[src/sv/sprd_pkg.sv]
// Package for the spherical panoramic ray direction unit.
// Holds the fixed-point widths, angle constants, register indexes, cell payload
// types and the CORDIC arctangent table. No dependencies.
`default_nettype none
package sprd_pkg;

  localparam int NUM_W   = 31;
  localparam int DEN_W   = 13;
  localparam int QM_W    = 20;
  localparam int ANG_W   = 23;
  localparam int CW      = 33;
  localparam int TRIG_W  = 19;
  localparam int BASIS_W = 16;
  localparam int PROD_W  = 35;
  localparam int SUM_W   = 37;
  localparam int OUT_W   = 17;
  localparam int IDX_W   = 5;
  localparam int IX_W    = 3;
  localparam int CFG_W   = 48;
  localparam int DIV_STAGES = 31;
  localparam int MOD_STAGES = 12;

  localparam logic [NUM_W-1:0] TWO_PI_U = 31'd823550;
  localparam logic signed [ANG_W-1:0] PI_A      = 23'sd411775;
  localparam logic signed [ANG_W-1:0] HALF_PI_A = 23'sd205887;
  localparam logic signed [ANG_W-1:0] TWO_PI_A  = 23'sd823550;
  localparam logic signed [CW-1:0]    CORDIC_GAIN = 33'sd652032874;

  localparam logic signed [OUT_W-1:0] OUT_MAX = 17'sd65535;
  localparam logic signed [OUT_W-1:0] OUT_MIN = -17'sd65536;

  localparam logic [IX_W-1:0] REG_HRES  = 3'd0;
  localparam logic [IX_W-1:0] REG_VRES  = 3'd1;
  localparam logic [IX_W-1:0] REG_AZ    = 3'd2;
  localparam logic [IX_W-1:0] REG_POLAR = 3'd3;
  localparam logic [IX_W-1:0] REG_BU    = 3'd4;
  localparam logic [IX_W-1:0] REG_BV    = 3'd5;
  localparam logic [IX_W-1:0] REG_BW    = 3'd6;

  typedef struct packed {
    logic [DEN_W-1:0] rem;
    logic [NUM_W-1:0] num;
    logic [DEN_W-1:0] den;
    logic             neg;
  } div_t;

  typedef struct packed {
    logic [NUM_W-1:0] v;
    logic             neg;
  } mod_t;

  typedef struct packed {
    logic signed [CW-1:0] x;
    logic signed [CW-1:0] y;
    logic signed [CW-1:0] z;
    logic                 neg;
  } cordic_t;

  function automatic logic signed [CW-1:0] atan_q30(input logic [IDX_W-1:0] i);
    logic signed [CW-1:0] r;
    case (i)
      5'd0:  r = 33'sd843314856;
      5'd1:  r = 33'sd497837829;
      5'd2:  r = 33'sd263043836;
      5'd3:  r = 33'sd133525158;
      5'd4:  r = 33'sd67021686;
      5'd5:  r = 33'sd33543515;
      5'd6:  r = 33'sd16775850;
      5'd7:  r = 33'sd8388437;
      5'd8:  r = 33'sd4194282;
      5'd9:  r = 33'sd2097149;
      5'd10: r = 33'sd1048575;
      5'd11: r = 33'sd524287;
      5'd12: r = 33'sd262143;
      5'd13: r = 33'sd131071;
      5'd14: r = 33'sd65535;
      5'd15: r = 33'sd32767;
      5'd16: r = 33'sd16383;
      5'd17: r = 33'sd8191;
      5'd18: r = 33'sd4095;
      5'd19: r = 33'sd2047;
      5'd20: r = 33'sd1023;
      5'd21: r = 33'sd511;
      5'd22: r = 33'sd255;
      5'd23: r = 33'sd127;
      default: r = '0;
    endcase
    return r;
  endfunction

endpackage
`default_nettype wire

[src/sv/sprd_mod_cell.sv]
// One modulo reduction cell: subtracts a scaled copy of 2pi when it fits.
// Depends on sprd_pkg.
`default_nettype none
module sprd_mod_cell (
  input  wire logic                       clk,
  input  wire logic                       en,
  input  wire logic [sprd_pkg::NUM_W-1:0] step,
  input  sprd_pkg::mod_t                  d,
  output sprd_pkg::mod_t                  q
);
  import sprd_pkg::*;

  logic ge;

  assign ge = d.v >= step;

  always_ff @(posedge clk) begin
    if (en) begin
      q.v   <= ge ? d.v - step : d.v;
      q.neg <= d.neg;
    end
  end
endmodule
`default_nettype wire

[config.mk]
export PLATFORM = sky130hd
export DESIGN_NAME = sprd_mod_cell
export DESIGN_NICKNAME = d
export VERILOG_FILES = /design/src/sv/sprd_pkg.sv /design/src/sv/sprd_mod_cell.sv
export SDC_FILE = /design/constraint.sdc
export NUM_CORES = 1
export LEC_CHECK = 0
export BUFFER_PORTS_ARGS = -buffer_cell sky130_fd_sc_hd__buf_2
export CAP_MARGIN = 20
export CORE_ASPECT_RATIO = 1.4
export CORE_MARGIN = 5
export CORE_UTILIZATION = 35
export CTS_BUF_LIST = sky130_fd_sc_hd__clkbuf_4 sky130_fd_sc_hd__clkbuf_8
export DETAILED_ROUTE_END_ITERATION = 8
export GPL_ROUTABILITY_DRIVEN = 0
export PLACE_DENSITY = 0.73
export SLEW_MARGIN = 20
export SYNTH_ARGS = -nofsm -noshare
export SYNTH_HDL_FRONTEND = slang
export SYNTH_SLANG_ARGS = --single-unit
[constraint.sdc]
create_clock -name clk -period 3.3 [get_ports clk]
set_clock_uncertainty 0.2 [all_clocks]
set_input_delay 0.99 -clock clk [delete_from_list [all_inputs] [get_ports clk]]
set_output_delay 0.99 -clock clk [all_outputs]
set_load 0.1 [all_outputs]
# Word level (Yosys, flattened, before mapping)
# Index checks and enable logic that the tools add are counted.
[totals]
output_inout_bits = 32
reg_bits = 32
[classes]
n_mux = 1
add_sub_neg = 1
order_cmp = 1
[op_table]
columns = ["operator", "n"]
rows = [
  ["greater-or-equal comparator 31 bit", 1],
  ["2-to-1 mux 31 bit", 1],
  ["subtractor 31 bit", 1],
]

# Logic depth before layout (Yosys ltp)
[depth]
word_depth = 2
depth_mapped = 13
ltp_nobuf = 12

# Least setup slack after synthesis
# OpenSTA, ideal clock, no wires.
[synth_path]
path_type = "input-to-reg"
from = "in d[1] in the netlist's numbering"
to = "reg q[29] in the netlist's numbering (data pin)"
cell_stages = 12
setup_slack_ns = -0.273
setup_ns = 0.262
t_arrival_ns = 3.111
path_cell_list = "inv_1 > ha_1 > fa_1 > nor2b_1 > o2111ai_1 > a21boi_1 > o31ai_2 > o31ai_4 > a21oi_1 > o21ai_0 > xor2_1 > mux2_1"
[synth_via]
elab_chain_len = 2
elab_cells_between_ends = 3
[synth_lines]
columns = ["item", "line", "source"]
rows = [
  ["start, declared", "sprd_mod_cell.sv:8", "input sprd_pkg::mod_t d,"],
  ["subtractor 31 bit / greater-or-equal comparator 31 bit (equally long branches)", "sprd_mod_cell.sv:19, sprd_mod_cell.sv:15", ""],
  ["2-to-1 mux 31 bit *", "sprd_mod_cell.sv:19", "q.v <= ge ? d.v - step : d.v;"],
  ["end, declared", "sprd_mod_cell.sv:9", "output sprd_pkg::mod_t q"],
]
# Every way passes the cells marked *; elsewhere a longest branch is shown, timed or not.
# A chain may end at the register's enable or synchronous reset.

# Worst setup path after layout
[layout_path]
from = "in d[1] in the netlist's numbering"
to = "reg q[25] in the netlist's numbering (data pin)"
# The elaborated chain is that of the path after synthesis.

==> impl_metrics.tcl <==
set metrics [dict create \
    rsz0062_at_grt "yes" \
    grt_max_degree 33 \
    clock_sinks 32 \
    finalWorstSetupSlack_ps -91.0 \
    largest_reg_flops 32 \
    io_pins 97 \
    worstPathRequired_ps 3150 \
    cellLeakagePower_uw 0.00229 \
    timing_worst_setup_path_type "in2reg" \
    yosys_warnings 0 \
    violations "setup timing" \
    die_w_um 89.4 \
    dpl_cell_area_mm2 0.00449 \
    clk_root_buffer_cell "clkbuf_8" \
    hold_ws_ps 680 \
    dpl.cell_count 609 \
    avgSynthCellArea_um2 9.17 \
    crit_path_max_fanout 5 \
    finalNetCount 613 \
    ys_types 49 \
    antenna_found_initial 0 \
    status "finished with violations" \
    dominantRegCellSynth "edfxtp_1" \
    drt_iter0_drc 120 \
    initial_core_util 0.359 \
    synth_edf_count 32 \
    vdd_drop_max_mv 0.326 \
    instances_no_fill 619 \
    drive_gt1_frac 0.508 \
    drv_slew 0 \
    tightestPinTransition_ps 854 \
    clock_path_buffers 2 \
    track_usage 0.170 \
    syn_inst 337 \
    power_uw 2090 \
    wirelength_mm 9.22 \
    fin_crit_sh 1.03 \
    tritoncts "built" \
    worstPathArrival_ps 3240 \
    maxCapViolations 0 \
    dp_hpwl_mm 7.31 \
    finalHoldViolations 0 \
    synth_nets 434 \
    syn_area_mm2 0.00309 \
    reg.largest.list "q x32" \
    ys_ff_latch 32 \
    cp-endpoint "q[25]" \
    die_h_um 121 \
    row_count 40 \
    worstHoldPathType "in2reg" \
    grt_pass1_wl_mm 14.5 \
    numCtsBuffers 5 \
    hp-start "d[0]" \
    min_period_ps 3390 \
    antenna_left 0 \
    grt_pass1_vias 3308 \
    vias 3145 \
    area_growth_pct 57.2 \
    drtPass1Iterations 4 \
    drcViolationCount 0 \
    clk_pin_slew_worst_paths_ps 70 \
    top_register "q" \
    coreArea_mm2 0.00861 \
    setup_violations 13 \
    dieArea_mm2 0.0108 \
    wl_per_cell_um 14.9 \
    n_antenna_cell 0 \
    async_reset_ff_frac 0 \
    port_buffers 96 \
    fin_area_mm2 0.00486 \
    power.density_mw_per_mm2 429 \
    crit_path_end_kind "register" \
    vias_per_cell 5.08 \
    ctsHtreeMaxLevel 2 \
    crit_start "d[1]" \
    critPathLaunchType "primary input" \
    relSlewSlack 0.431 \
    grt_overflow 0 \
    synth_seq_area_share 0.311 \
    fmax_mhz 295 \
]
==> worst max-delay path, cell delays in order <==
cell	delay [ps]
buf_8	90
inv_8	30
ha_4	150
fa_2	410
nor2b_4	160
o2111ai_4	130
a21boi_2	220
o31ai_4	90
o31ai_4	300
a211o_1	210
a21oi_2	60
xnor2_1	130
mux2_4	260
==> cell type report <==
type / instances / area (µm²)
timing repair buffer: 183 / 1260
clock buffer: 5 / 68.8
sequential: 32 / 961
inverter: 38 / 168
tap: 105 / 131
fill: 774 / 3750
multi-input combinational: 256 / 2270
==> cell usage after synthesis, drive strengths merged, types with 2 or more instances <==
cell / instances / area, µm²
nand2b: 4 / 25.0
and3: 3 / 18.8
nor2: 28 / 110
a31oi: 7 / 58.8
ha: 31 / 388
a21o: 18 / 135
buf: 6 / 57.5
xor2: 8 / 70.1
clkbuf: 5 / 18.8
nand2: 17 / 66.3
xnor2: 20 / 175
o21ai: 14 / 92.6
nand4: 4 / 25.0
nor3: 4 / 20.0
edfxtp: 32 / 961
nor2b: 3 / 18.8
and2: 3 / 18.8
o31ai: 5 / 70.1
o21a: 5 / 37.5
a211oi: 2 / 20.0
a21oi: 45 / 233
o21bai: 4 / 30.0
nand3: 9 / 45.0
mux2: 12 / 139
inv: 38 / 143
==> through the flow <==
step	util	setup WS [ps]	setup TNS, ps
floorplan	-	-184	-1310
global placement	0.522	-527	-8230
detailed placement	0.522	-630	-9550
CTS	0.543	-83.8	-188
global route	0.564	-155	-1850
finish	0.564	-91.0	-452
==> cells in the final DEF, fill, tap and decap left out, types with 7 or more instances in the layout <==
cell / count
buf_2: 92
buf_4: 76
a21oi_1: 38
edfxtp_1: 32
inv_1: 31
xnor2_1: 20
ha_1: 19
a21o_1: 18
nand2_1: 15
nor2_1: 14
mux2_4: 12
ha_4: 11
nor2_4: 10
nand3_1: 9
o21ai_0: 8
xor2_1: 8
a21oi_2: 7
==> where the power goes <==
part | internal (µW) | switching [µW] | leakage (µW)
Clock | 136 | 148 | 0.0000359
Sequential | 525 | 14.2 | 0.000314
Combinational | 458 | 804 | 0.00194
==> worst min path at each step <==
stage | end | slack, ps | cells after the start
6_report | q[0] | 680 | 1
5_1_grt | q[0] | 670 | 1
4_1_cts | q[0] | 670 | 1
3_5_place_dp | q[0] | 970 | 1
3_3_place_gp | q[0] | 970 | 1
2_1_floorplan | q[0] | 890 | 0
==> layer usage <==
layer | share of wire | global-route usage | vias to the layer above
li1 | - | - | 1559
met1 | 0.35 | 0.175 | 1482
met2 | 0.57 | 0.333 | 88
met3 | 0.057 | 0.0245 | 16
met4 | 0.025 | 0.0568 | 0
met5 | 0 | 0 | -
==> what timing repair did <==
action                                  CTS  global route
setup buffers                             3             1
hold buffers                              0             0
gates cloned                              0             1
pin swaps                                 7            12
resized for setup                        20            39
endpoints found under the setup margin   10            29
==> cells by family (layout without fill, tap and decap cells) <==
group / after synthesis / in the layout / share of synthesized area
buffers and inverters: 49 / 226 / 0.0708
flip-flops: 32 / 32 / 0.311
XOR/XNOR: 28 / 28 / 0.0794
multiplexers: 12 / 12 / 0.0449
adder cells (fa/ha/maj): 32 / 32 / 0.132
AND/OR/NAND/NOR: 77 / 77 / 0.119
AO/OA/AOI/OAI: 107 / 107 / 0.243
(Power assumes the default switching activity.)
