--- src/sv/sprd_pkg.sv ---
// Package for the spherical panoramic ray direction unit.
// Holds the fixed-point widths, angle constants, register indexes, cell payload
// types and the CORDIC arctangent table. No dependencies.
`default_nettype none
package sprd_pkg;

  localparam int NUM_W   = 31;
  localparam int DEN_W   = 13;
  localparam int QM_W    = 20;
  localparam int ANG_W   = 23;
  localparam int CW      = 33;
  localparam int TRIG_W  = 19;
  localparam int BASIS_W = 16;
  localparam int PROD_W  = 35;
  localparam int SUM_W   = 37;
  localparam int OUT_W   = 17;
  localparam int IDX_W   = 5;
  localparam int IX_W    = 3;
  localparam int CFG_W   = 48;
  localparam int DIV_STAGES = 31;
  localparam int MOD_STAGES = 12;

  localparam logic [NUM_W-1:0] TWO_PI_U = 31'd823550;
  localparam logic signed [ANG_W-1:0] PI_A      = 23'sd411775;
  localparam logic signed [ANG_W-1:0] HALF_PI_A = 23'sd205887;
  localparam logic signed [ANG_W-1:0] TWO_PI_A  = 23'sd823550;
  localparam logic signed [CW-1:0]    CORDIC_GAIN = 33'sd652032874;

  localparam logic signed [OUT_W-1:0] OUT_MAX = 17'sd65535;
  localparam logic signed [OUT_W-1:0] OUT_MIN = -17'sd65536;

  localparam logic [IX_W-1:0] REG_HRES  = 3'd0;
  localparam logic [IX_W-1:0] REG_VRES  = 3'd1;
  localparam logic [IX_W-1:0] REG_AZ    = 3'd2;
  localparam logic [IX_W-1:0] REG_POLAR = 3'd3;
  localparam logic [IX_W-1:0] REG_BU    = 3'd4;
  localparam logic [IX_W-1:0] REG_BV    = 3'd5;
  localparam logic [IX_W-1:0] REG_BW    = 3'd6;

  typedef struct packed {
    logic [DEN_W-1:0] rem;
    logic [NUM_W-1:0] num;
    logic [DEN_W-1:0] den;
    logic             neg;
  } div_t;

  typedef struct packed {
    logic [NUM_W-1:0] v;
    logic             neg;
  } mod_t;

  typedef struct packed {
    logic signed [CW-1:0] x;
    logic signed [CW-1:0] y;
    logic signed [CW-1:0] z;
    logic                 neg;
  } cordic_t;

  function automatic logic signed [CW-1:0] atan_q30(input logic [IDX_W-1:0] i);
    logic signed [CW-1:0] r;
    case (i)
      5'd0:  r = 33'sd843314856;
      5'd1:  r = 33'sd497837829;
      5'd2:  r = 33'sd263043836;
      5'd3:  r = 33'sd133525158;
      5'd4:  r = 33'sd67021686;
      5'd5:  r = 33'sd33543515;
      5'd6:  r = 33'sd16775850;
      5'd7:  r = 33'sd8388437;
      5'd8:  r = 33'sd4194282;
      5'd9:  r = 33'sd2097149;
      5'd10: r = 33'sd1048575;
      5'd11: r = 33'sd524287;
      5'd12: r = 33'sd262143;
      5'd13: r = 33'sd131071;
      5'd14: r = 33'sd65535;
      5'd15: r = 33'sd32767;
      5'd16: r = 33'sd16383;
      5'd17: r = 33'sd8191;
      5'd18: r = 33'sd4095;
      5'd19: r = 33'sd2047;
      5'd20: r = 33'sd1023;
      5'd21: r = 33'sd511;
      5'd22: r = 33'sd255;
      5'd23: r = 33'sd127;
      default: r = '0;
    endcase
    return r;
  endfunction

endpackage
`default_nettype wire

--- src/sv/sprd_div_cell.sv ---
// One restoring division cell: resolves one quotient bit per cycle while en is high.
// Depends on sprd_pkg.
`default_nettype none
module sprd_div_cell (
  input  wire logic         clk,
  input  wire logic         en,
  input  sprd_pkg::div_t    d,
  output sprd_pkg::div_t    q
);
  import sprd_pkg::*;

  logic [DEN_W:0] trial;
  logic [DEN_W:0] diff;
  logic           ge;

  assign trial = {d.rem, d.num[NUM_W-1]};
  assign diff  = trial - {1'b0, d.den};
  assign ge    = trial >= {1'b0, d.den};

  always_ff @(posedge clk) begin
    if (en) begin
      q.rem <= ge ? diff[DEN_W-1:0] : trial[DEN_W-1:0];
      q.num <= {d.num[NUM_W-2:0], ge};
      q.den <= d.den;
      q.neg <= d.neg;
    end
  end
endmodule
`default_nettype wire

--- config.mk ---
export PLATFORM = sky130hd
export DESIGN_NAME = sprd_div_cell
export DESIGN_NICKNAME = d
export VERILOG_FILES = /design/src/sv/sprd_pkg.sv /design/src/sv/sprd_div_cell.sv
export SDC_FILE = /design/constraint.sdc
export NUM_CORES = 1
export LEC_CHECK = 0
export BUFFER_PORTS_ARGS = -buffer_cell sky130_fd_sc_hd__buf_4
export CAP_MARGIN = 20
export CORE_MARGIN = 2
export CORE_UTILIZATION = 50
export CTS_BUF_LIST = sky130_fd_sc_hd__clkbuf_8 sky130_fd_sc_hd__clkbuf_16
export CTS_CLUSTER_SIZE = 20
export DETAILED_ROUTE_END_ITERATION = 12
export PLACE_DENSITY = 0.83
export SETUP_SLACK_MARGIN = 0.05
export SKIP_LAST_GASP = 1
export SYNTH_ARGS = -nofsm -noshare
export SYNTH_HDL_FRONTEND = slang
export SYNTH_SLANG_ARGS = --single-unit
--- constraint.sdc ---
create_clock -name clk -period 3.41 [get_ports clk]
set_input_delay 0.1705 -clock clk [delete_from_list [all_inputs] [get_ports clk]]
set_output_delay 0.1705 -clock clk [all_outputs]
set_load 0.05 [all_outputs]
* After elaboration in Yosys (flattened, before gate mapping)
Cells that the tools add are included.
** Cells by class
- $add $sub $neg :: 1
- Order comparisons :: 1
- Muxes and demuxes :: 1
** Operators by type and width (number)
- $ge A14 B13 Y1 :: 1
- $mux W13 :: 1
- $sub A13 B13 Y13 :: 1
** Storage, ports and cells
- Word-level logic and storage cells :: 7
- Output and inout port bits :: 58
- Register bits :: 58

* Longest topological paths before layout
Gate-level depths: netlist of the first run.
- Word-level depth :: 2
- Gate-level depth with buffers :: 10
- Mapped depth without buffers :: 9

* Least setup slack after synthesis of the first run
No wires, ideal clock.
- Path kind :: input port to flip-flop
- Start point :: in d[44] (netlist name)
- End point :: reg q[50] (netlist name), data pin
- Stages on the path :: 10
- Arrival :: 2016 ps
- Path slack :: 1133 ps
- Cell sequence :: inv_1 > ha_1 > fa_1 > nand2b_1 > a21oi_2 > o21ai_2 > a211oi_2 > o32a_2 > buf_12 > mux2_4
** Between the ends
- Word-level cells in the longest chain between the ends :: 2
** RTL lines
- start: declaration :: RTL line sprd_div_cell.sv:7 : input sprd_pkg::div_t d,
- $ge A14 B13 Y1 :: RTL line sprd_div_cell.sv:18 : assign ge = trial >= {1'b0, d.den};
- via ge :: RTL line sprd_div_cell.sv:14 : logic ge;
- $mux W13 :: RTL line sprd_div_cell.sv:22 : q.rem <= ge ? diff[DEN_W-1:0] : trial[DEN_W-1:0];
- end: declaration :: RTL line sprd_div_cell.sv:8 : output sprd_pkg::div_t q
The timed path passes the listed nets, and every way through them passes these cells.
A chain may end at the register's enable or synchronous reset.

* Worst setup path in the final report of the first run
- Start point :: in d[1] (netlist name)
- End point :: reg q[57] (netlist name), data pin
** Between the ends
- Word-level cells in the longest chain between the ends :: 2
** RTL lines (RTL line)
- $sub A13 B13 Y13 / $ge A14 B13 Y1 (equally long branches) :: sprd_div_cell.sv:17, sprd_div_cell.sv:18
- $mux W13 (*) :: sprd_div_cell.sv:22
Mark *: on every way between the ends. The rest lies on a longest branch, timed or not.

==> impl_metrics.toml, run 1 <==
[status]
status = "complete, no violations"

[routing]
ant_nets = 0
post_drt_wl_per_cell_um = 14.3
initialDrtViolationCount = 73
drc = 0
routed_wirelength_um = 5250
drt_pass1_iterations = 4
viasPerCell = 4.92
route.vias.total = 1809

[clock_tree]
cts_buffer_depth = 2
cts.sinks = 58
post_cts_resized = 0
cts_root_buffer = "clkbuf_8"
cts_tree = "yes"
hold_buffers = 0
h-tree-depth = 3
post_cts_buffers = 0
clk_pin_slew_ps = 70
numCtsBuffers = 9

[finish]
n_antenna_cell = 0
final_util_pct = 73.3
largest-register = "q"
final_area_um2 = 3700
reg_top3 = "q (58)"
syn_to_final_growth_pct = 42.7
drive_gt1_share_pct = 49.3
num-nets-final = 367
largest_reg_flops = 58

[logic_synthesis]
synthCells = 166
synthArstFlopShare_pct = 0
synth.most_common_cell = "edfxtp_1"
synth_top_area_share_pct = 67.2
yosys_register_bits = 58
avgSynthCellArea_um2 = 15.6
synth_fp_nets = 240
yosysTopAreaCell = "edfxtp_1"
seq_area_frac_synth_pct = 67.2
syn-cell-area_um2 = 2590
synth_common_cells = "edfxtp_1, inv_1, ha_1"
yosys_most_used_dff = "edfxtp_1"
yosys-top-cells-area = "edfxtp_1, ha_1, mux2_4"
synth_edf_count = 58
ys_warn_count = 0
synth_cell_types = 40

[min_path]
hold_path.class = "input pin to flip-flop"

[die]
die_h_um = 76.0
rows = 26
ios = 118
dieArea_um2 = 5770
die-width_um = 76.0
initial_utilization_pct = 51.4
core-area_um2 = 5040

[sta]
setup-tns-final_ps = 0
setup_violations = 0
fin_ws_ps = 1110
rsz0062_at_grt = "no"
fin_crit_sh_pct = 67.5
max_freq_mhz = 434
final_hold_viol_count = 0
layout_min_cycle_time_ps = 2300
slew_headroom_pct = 52.9
worst_pin_slew_ps = 706
maxSlewViolCount = 0

[setup_path]
cp-start-kind = "input pin"
cp.arrival_ps = 2380
worstSetupEndpointType = "flip-flop"
critical_path_class = "input pin to flip-flop"
required_ps = 3490
crit_fanout = 14

[pwr]
ir_worst_vdd_v = 0.000253
power_uw = 1990
power_leakage_uw = 0.00164
power.density_nw_per_um2 = 539

[grt]
track_usage_pct = 19.1
gr-total-overflow = 0
grt_max_degree = 59
grt_pass1_wl_um = 8490
antenna_found_initial = 0
grt_pass1_vias = 1788

[placed_design]
io_buffers = 117
place.gp.congestion = 0.835
dpl_cell_area_um2 = 3540
hpwlAfterDp_um = 3850
post-place-ws_ps = 754

[flow_run]
cap_violations = 0
## final cells by class
cell class / count / area, um^2
Inverter: 15 / 56.3
Clock inverter: 7 / 37.5
Tap cell: 70 / 87.6
Clock buffer: 9 / 124
Fill cell: 361 / 1340
Sequential cell: 58 / 1740
Multi-Input combinational cell: 92 / 773
Timing Repair Buffer: 117 / 878
## cell families (layout without fill, tap and decap cells)
group,after synthesis,in the layout,share of synthesized area (%)
XOR/XNOR,9,9,3.04
AND/OR/NAND/NOR,30,30,6.37
buffers and inverters,16,148,2.95
flip-flops,58,58,67.2
adder cells (fa/ha/maj),14,14,7.05
multiplexers,13,13,6.57
AO/OA/AOI/OAI,26,26,6.81
## layout by cell type (no fill, tap or decap), drive strengths merged, types with 3 or more instances in the layout
cell type and n:
buf 117, edfxtp 58, inv 16, ha 13, mux2 11, clkbuf 9, a21oi 9, nor2 8
o21ai 6, xor2 5, nand2 4, xnor2 4, clkinv 4, nand2b 3, a211oi 3
## report_power, final
part,leakage (uW),total [uW],internal (uW),switching [uW]
combinational,0.000992,591,216,375
clock,0.0000836,514,254,260
sequential,0.000568,888,869,18.4
total,0.00164,1990,1340,654
## layer usage
layer	share of wire, %	global-route usage (%)	wire length, um	up-vias
li1	-	-	-	878
met3	6.5	4.27	340	14
met4	2.6	10.2	135	0
met1	40	22.0	2090	835
met2	51	33.3	2690	82
met5	0	0	0	-
## worst max-delay path, stage by stage
cell and delay (ps):
buf_4 110, ha_1 210, fa_1 400, nand2b_1 200, a21oi_2 180, o21ai_2 90, a211oi_2 180, o32a_2 440
mux2_2 380
## path summary, 6_finish.rpt
path	cells past startpoint	from	to
max	9	d[1]	q[57]
min	1	d[16]	q[17]
## metrics by stage
step	hold slack (ps)	cells
after floorplan	269	166
after global placement	348	352
after detailed placement	350	352
after CTS	2.00	368
after global routing	5.63	368
final	20.4	368
No activity file was read; power rests on OpenSTA's default activity.
==> run 2: changes to the inputs <==
Settings changed: CORE_UTILIZATION 50 to 47, PLACE_DENSITY 0.83 to 0.79.
Clock period 3.41 ns to 2.26 ns, I/O delays scaled along.
==> impl_metrics.toml, run 2 (synthesized netlist as in run 1, its figures left out) <==
[clock_tree]
cts_tree = "yes"
clk_pin_slew_ps = 60
cts_root_buffer = "clkbuf_8"
numCtsBuffers = 9
cts.sinks = 58
h-tree-depth = 3
cts_buffer_depth = 2

[sta]
maxSlewViolCount = 0
final_hold_viol_count = 0
rsz0062_at_grt = "no"
slew_headroom_pct = 51.6
setup-tns-final_ps = 0
worst_pin_slew_ps = 726
fin_crit_sh_pct = 96.5
layout_min_cycle_time_ps = 2180
setup_violations = 0
max_freq_mhz = 459

[grt]
grt_pass1_wl_um = 11500
busiest_layer = "met2"
gr-total-overflow = 0
track_usage_pct = 25.5
met2_usage_pct = 40.1
grt_max_degree = 59
use_met1_pct = 33.0
grt_pass1_vias = 2082
grt.met3_usage_pct = 7.70
antenna_found_initial = 0

[die]
die_h_um = 78.3
dieArea_um2 = 6120
initial_utilization_pct = 47.9
ios = 118
die-width_um = 78.3
core-area_um2 = 5410
rows = 27

[routing]
routed_wirelength_um = 7700
drc = 0
route.vias.total = 2134
post_drt_wl_per_cell_um = 18.4
viasPerCell = 5.09
initialDrtViolationCount = 178
drt_pass1_iterations = 4
ant_nets = 0

[finish]
drive_gt1_share_pct = 45.2
layout_common_cells = "buf_4, edfxtp_1, dlygate4sd3_1"
nFillCells = 300
num-nets-final = 418
ff_latch_area_um2 = 1740
largest_reg_flops = 58
largest-register = "q"
n_antenna_cell = 0
syn_to_final_growth_pct = 65.5
multi_input_area_um2 = 831
layout_commonest_cell = "buf_4"
reg_top3 = "q (58)"

[flow_run]
cap_violations = 0

[setup_path]
critical_path_class = "input pin to flip-flop"
path_buf_inv = 4
crit_top_cell = "buf_4"
critPathMaxStageDelay_ps = 530
path_cells = "dlygate4sd3_1, buf_4, inv_1, ha_4, a21oi_1, o21a_1, o21ai_1, o32a_2, buf_4, mux2_1"
worstSetupEndpointType = "flip-flop"
crit_fanout = 6
cp.arrival_ps = 2260
required_ps = 2330
crit_cells = 10
cp_slowest_cell = "dlygate4sd3_1"
critical_path.top_delay_family = "buffers and inverters"
cp-start-kind = "input pin"

[pwr]
power_leakage_uw = 0.00188
power_uw = 3350
ir_worst_vdd_v = 0.000368
power.density_nw_per_um2 = 780

[placed_design]
place.gp.congestion = 0.786
hpwlAfterDp_um = 4370
io_buffers = 117

[status]
status = "complete, no violations"

[min_path]
hold_path.class = "input pin to flip-flop"
min_path_cells = 2
run 2: cell types whose count changed in the layout (fill, tap and decap cells not counted), moves of 2 or more:
cell,previous run,this run
buf_4,117,123
bufinv_16,0,2
clkinv_1,1,3
clkinv_2,3,0
clkinvlp_4,2,0
dlygate4sd3_1,0,44
ha_1,13,8
ha_4,0,4
run 2: final timing paths:
path | startpoint | end | slack, ps
max | d[10] | q[49] | 80
min | d[48] | q[49] | 80
run 2: final cells by class:
| cell class | count | share of cell area (%) |
|---|---|---|
| Clock buffer | 9 | 2.89 |
| Sequential cell | 58 | 40.6 |
| Clock inverter | 5 | 1.66 |
| Inverter | 15 | 1.31 |
| Multi-Input combinational cell | 92 | 19.4 |
| Timing Repair Buffer | 168 | 32.1 |
| Tap cell | 72 | 2.10 |
run 2: what timing repair did:
action	4_1_cts	5_1_grt
hold endpoints to repair	44	0
setup endpoints to repair	0	13
buffers inserted	0	1
resized for setup	0	8
hold buffers	44	0
run 2: where the power goes:
part | leakage (uW) | internal [uW] | switching [uW]
logic | 0.00121 | 405 | 614
clock network | 0.0000977 | 597 | 382
registers | 0.000568 | 1310 | 36.4
run 2: metrics by stage:
| step | instances | setup WS (ps) | cell area [um^2] | hold slack (ps) | utilization (%) |
|---|---|---|---|---|---|
| after global placement | 360 | -63.0 | 3580 | 291 | 66.3 |
| after global routing | 419 | 44.3 | 4290 | 71.5 | 79.4 |
| after CTS | 418 | 51.3 | 4220 | 73.9 | 78.1 |
| after floorplan | 166 | 53.0 | 2590 | 212 | - |
| final | 419 | 79.2 | 4290 | 84.8 | 79.4 |
| after detailed placement | 360 | -100 | 3580 | 292 | 66.3 |
run 2: metal layers:
metal	part of all wire, %	routed length (um)
met5	0	0
met2	49	3770
met1	40	3090
met4	2.6	201
met3	8.2	635
==> run 3: changes to the inputs <==
==> constraint.sdc (replaced) <==
create_clock -name clk -period 2.26 [get_ports clk]
set_input_delay 0.452 -clock clk [delete_from_list [all_inputs] [get_ports clk]]
set_output_delay 0.452 -clock clk [all_outputs]
set_load 0.05 [all_outputs]
==> impl_metrics.toml, run 3 (synthesized netlist as in run 1, its figures left out) <==
[status]
status = "finished with violations"
violations = "setup timing"

[finish]
final_area_um2 = 4040
reg_top3 = "q (58)"
largest-register = "q"
layout_commonest_cell = "buf_4"
largest_reg_flops = 58
num-nets-final = 394
final_util_pct = 74.7
nFillCells = 363
syn_to_final_growth_pct = 55.7
layout_common_cells = "buf_4, edfxtp_1, inv_1"
n_antenna_cell = 0
drive_gt1_share_pct = 55.4

[setup_path]
critical_path_class = "input pin to flip-flop"
cp.arrival_ps = 2350
path_buf_inv = 2
cp-start-kind = "input pin"
cp_slowest_cell = "mux2_2"
critical_path.top_delay_family = "compound AO/OA/AOI/OAI gates"
path_cells = "buf_12, inv_12, ha_4, fa_2, nand2b_4, a21oi_4, o21ai_2, a211oi_4, o32a_4, mux2_2"
required_ps = 2340
worstSetupEndpointType = "flip-flop"
critPathMaxStageDelay_ps = 350
crit_fanout = 6

[placed_design]
hpwlAfterDp_um = 4370
dpl_cell_area_um2 = 3740
place.gp.congestion = 0.764
post-place-ws_ps = -395
io_buffers = 117

[routing]
routed_wirelength_um = 6270
post_drt_wl_per_cell_um = 15.8
viasPerCell = 4.98
route.vias.total = 1976
drt_pass1_iterations = 4
drc = 0
initialDrtViolationCount = 93
ant_nets = 0

[sta]
fin_ws_ps = -7.53
worst_pin_slew_ps = 719
hold-worst-slack_ps = 301
layout_min_cycle_time_ps = 2270
max_freq_mhz = 441
maxSlewViolCount = 0
setup_violations = 1
slew_headroom_pct = 52.1
rsz0062_at_grt = "yes"
fin_crit_sh_pct = 100
final_hold_viol_count = 0

[clock_tree]
numCtsBuffers = 9
clk_pin_slew_ps = 70
cts_tree = "yes"
cts_buffer_depth = 2
cts.sinks = 58
h-tree-depth = 3
cts_root_buffer = "clkbuf_8"

[die]
initial_utilization_pct = 47.9
dieArea_um2 = 6120
rows = 27
core-area_um2 = 5410
ios = 118
die_h_um = 78.3
die-width_um = 78.3

[pwr]
ir_worst_vdd_v = 0.000519
comb_power_share_pct = 30.7
clkPwrFrac_pct = 27.8
p_seq_share_pct = 41.5
p_sw_uw = 1030
internal_power_uw = 2200
power_uw = 3230
power_leakage_uw = 0.00183
power.density_nw_per_um2 = 800
swShare_pct = 31.8

[grt]
grt_max_degree = 59
grt_pass1_wl_um = 9770
busiest_layer = "met2"
use_met1_pct = 26.3
grt_pass1_vias = 1985
gr-total-overflow = 0
track_usage_pct = 21.4
met2_usage_pct = 35.2
grt.met3_usage_pct = 5.86
antenna_found_initial = 0

[min_path]
hold_path.class = "input pin to flip-flop"

[flow_run]
cap_violations = 0
[run 3: stage by stage]
stage | TNS [ps] | cells
2_1_floorplan | -1420 | 166
3_3_place_gp | -4140 | 373
3_5_place_dp | -4480 | 373
4_1_cts | -98.2 | 393
5_1_grt | -208 | 397
6_report | -7.53 | 397
[run 3: power groups by stage]
stage               clock network (uW)  logic (uW)  registers [uW]
floorplan                            0         245            1730
global placement                     0         939            1360
detailed placement                   0         952            1360
CTS                                921         981            1340
global route                       956        1050            1350
finish                             896         991            1340
[run 3: metal layers]
| metal | part of all wire [%] | up-vias | routed length (um) |
|---|---|---|---|
| met2 | 50 | 110 | 3110 |
| met5 | 0 | - | 0 |
| met4 | 1.4 | 0 | 85 |
| met3 | 8.7 | 9 | 543 |
| met1 | 40 | 921 | 2530 |
| li1 | - | 936 | - |
[run 3: what timing repair did]
item | 4_1_cts | 5_1_grt
setup buffers | 3 | 4
resized for setup | 6 | 5
gates cloned | 1 | 0
pin swaps | 0 | 1
hold buffers | 0 | 0
endpoints found under the setup margin | 11 | 13
[run 3: worst paths after layout]
kind	slack, ps	to	start	depth (start not counted)
worst min-delay path	300	q[39]	d[38]	1
worst max-delay path	-8	q[47]	d[44]	10
[run 3: cell type report]
cell class                 instances  area, um^2  share of cell area, %
tap                               72        90.1                   2.23
clock buffer                       9         124                   3.07
clock inverter                     7        61.3                   1.52
inverter                          15        68.8                   1.71
timing repair buffer             143        1090                   27.0
sequential                        58        1740                   43.2
multi-input combinational         93         860                   21.3
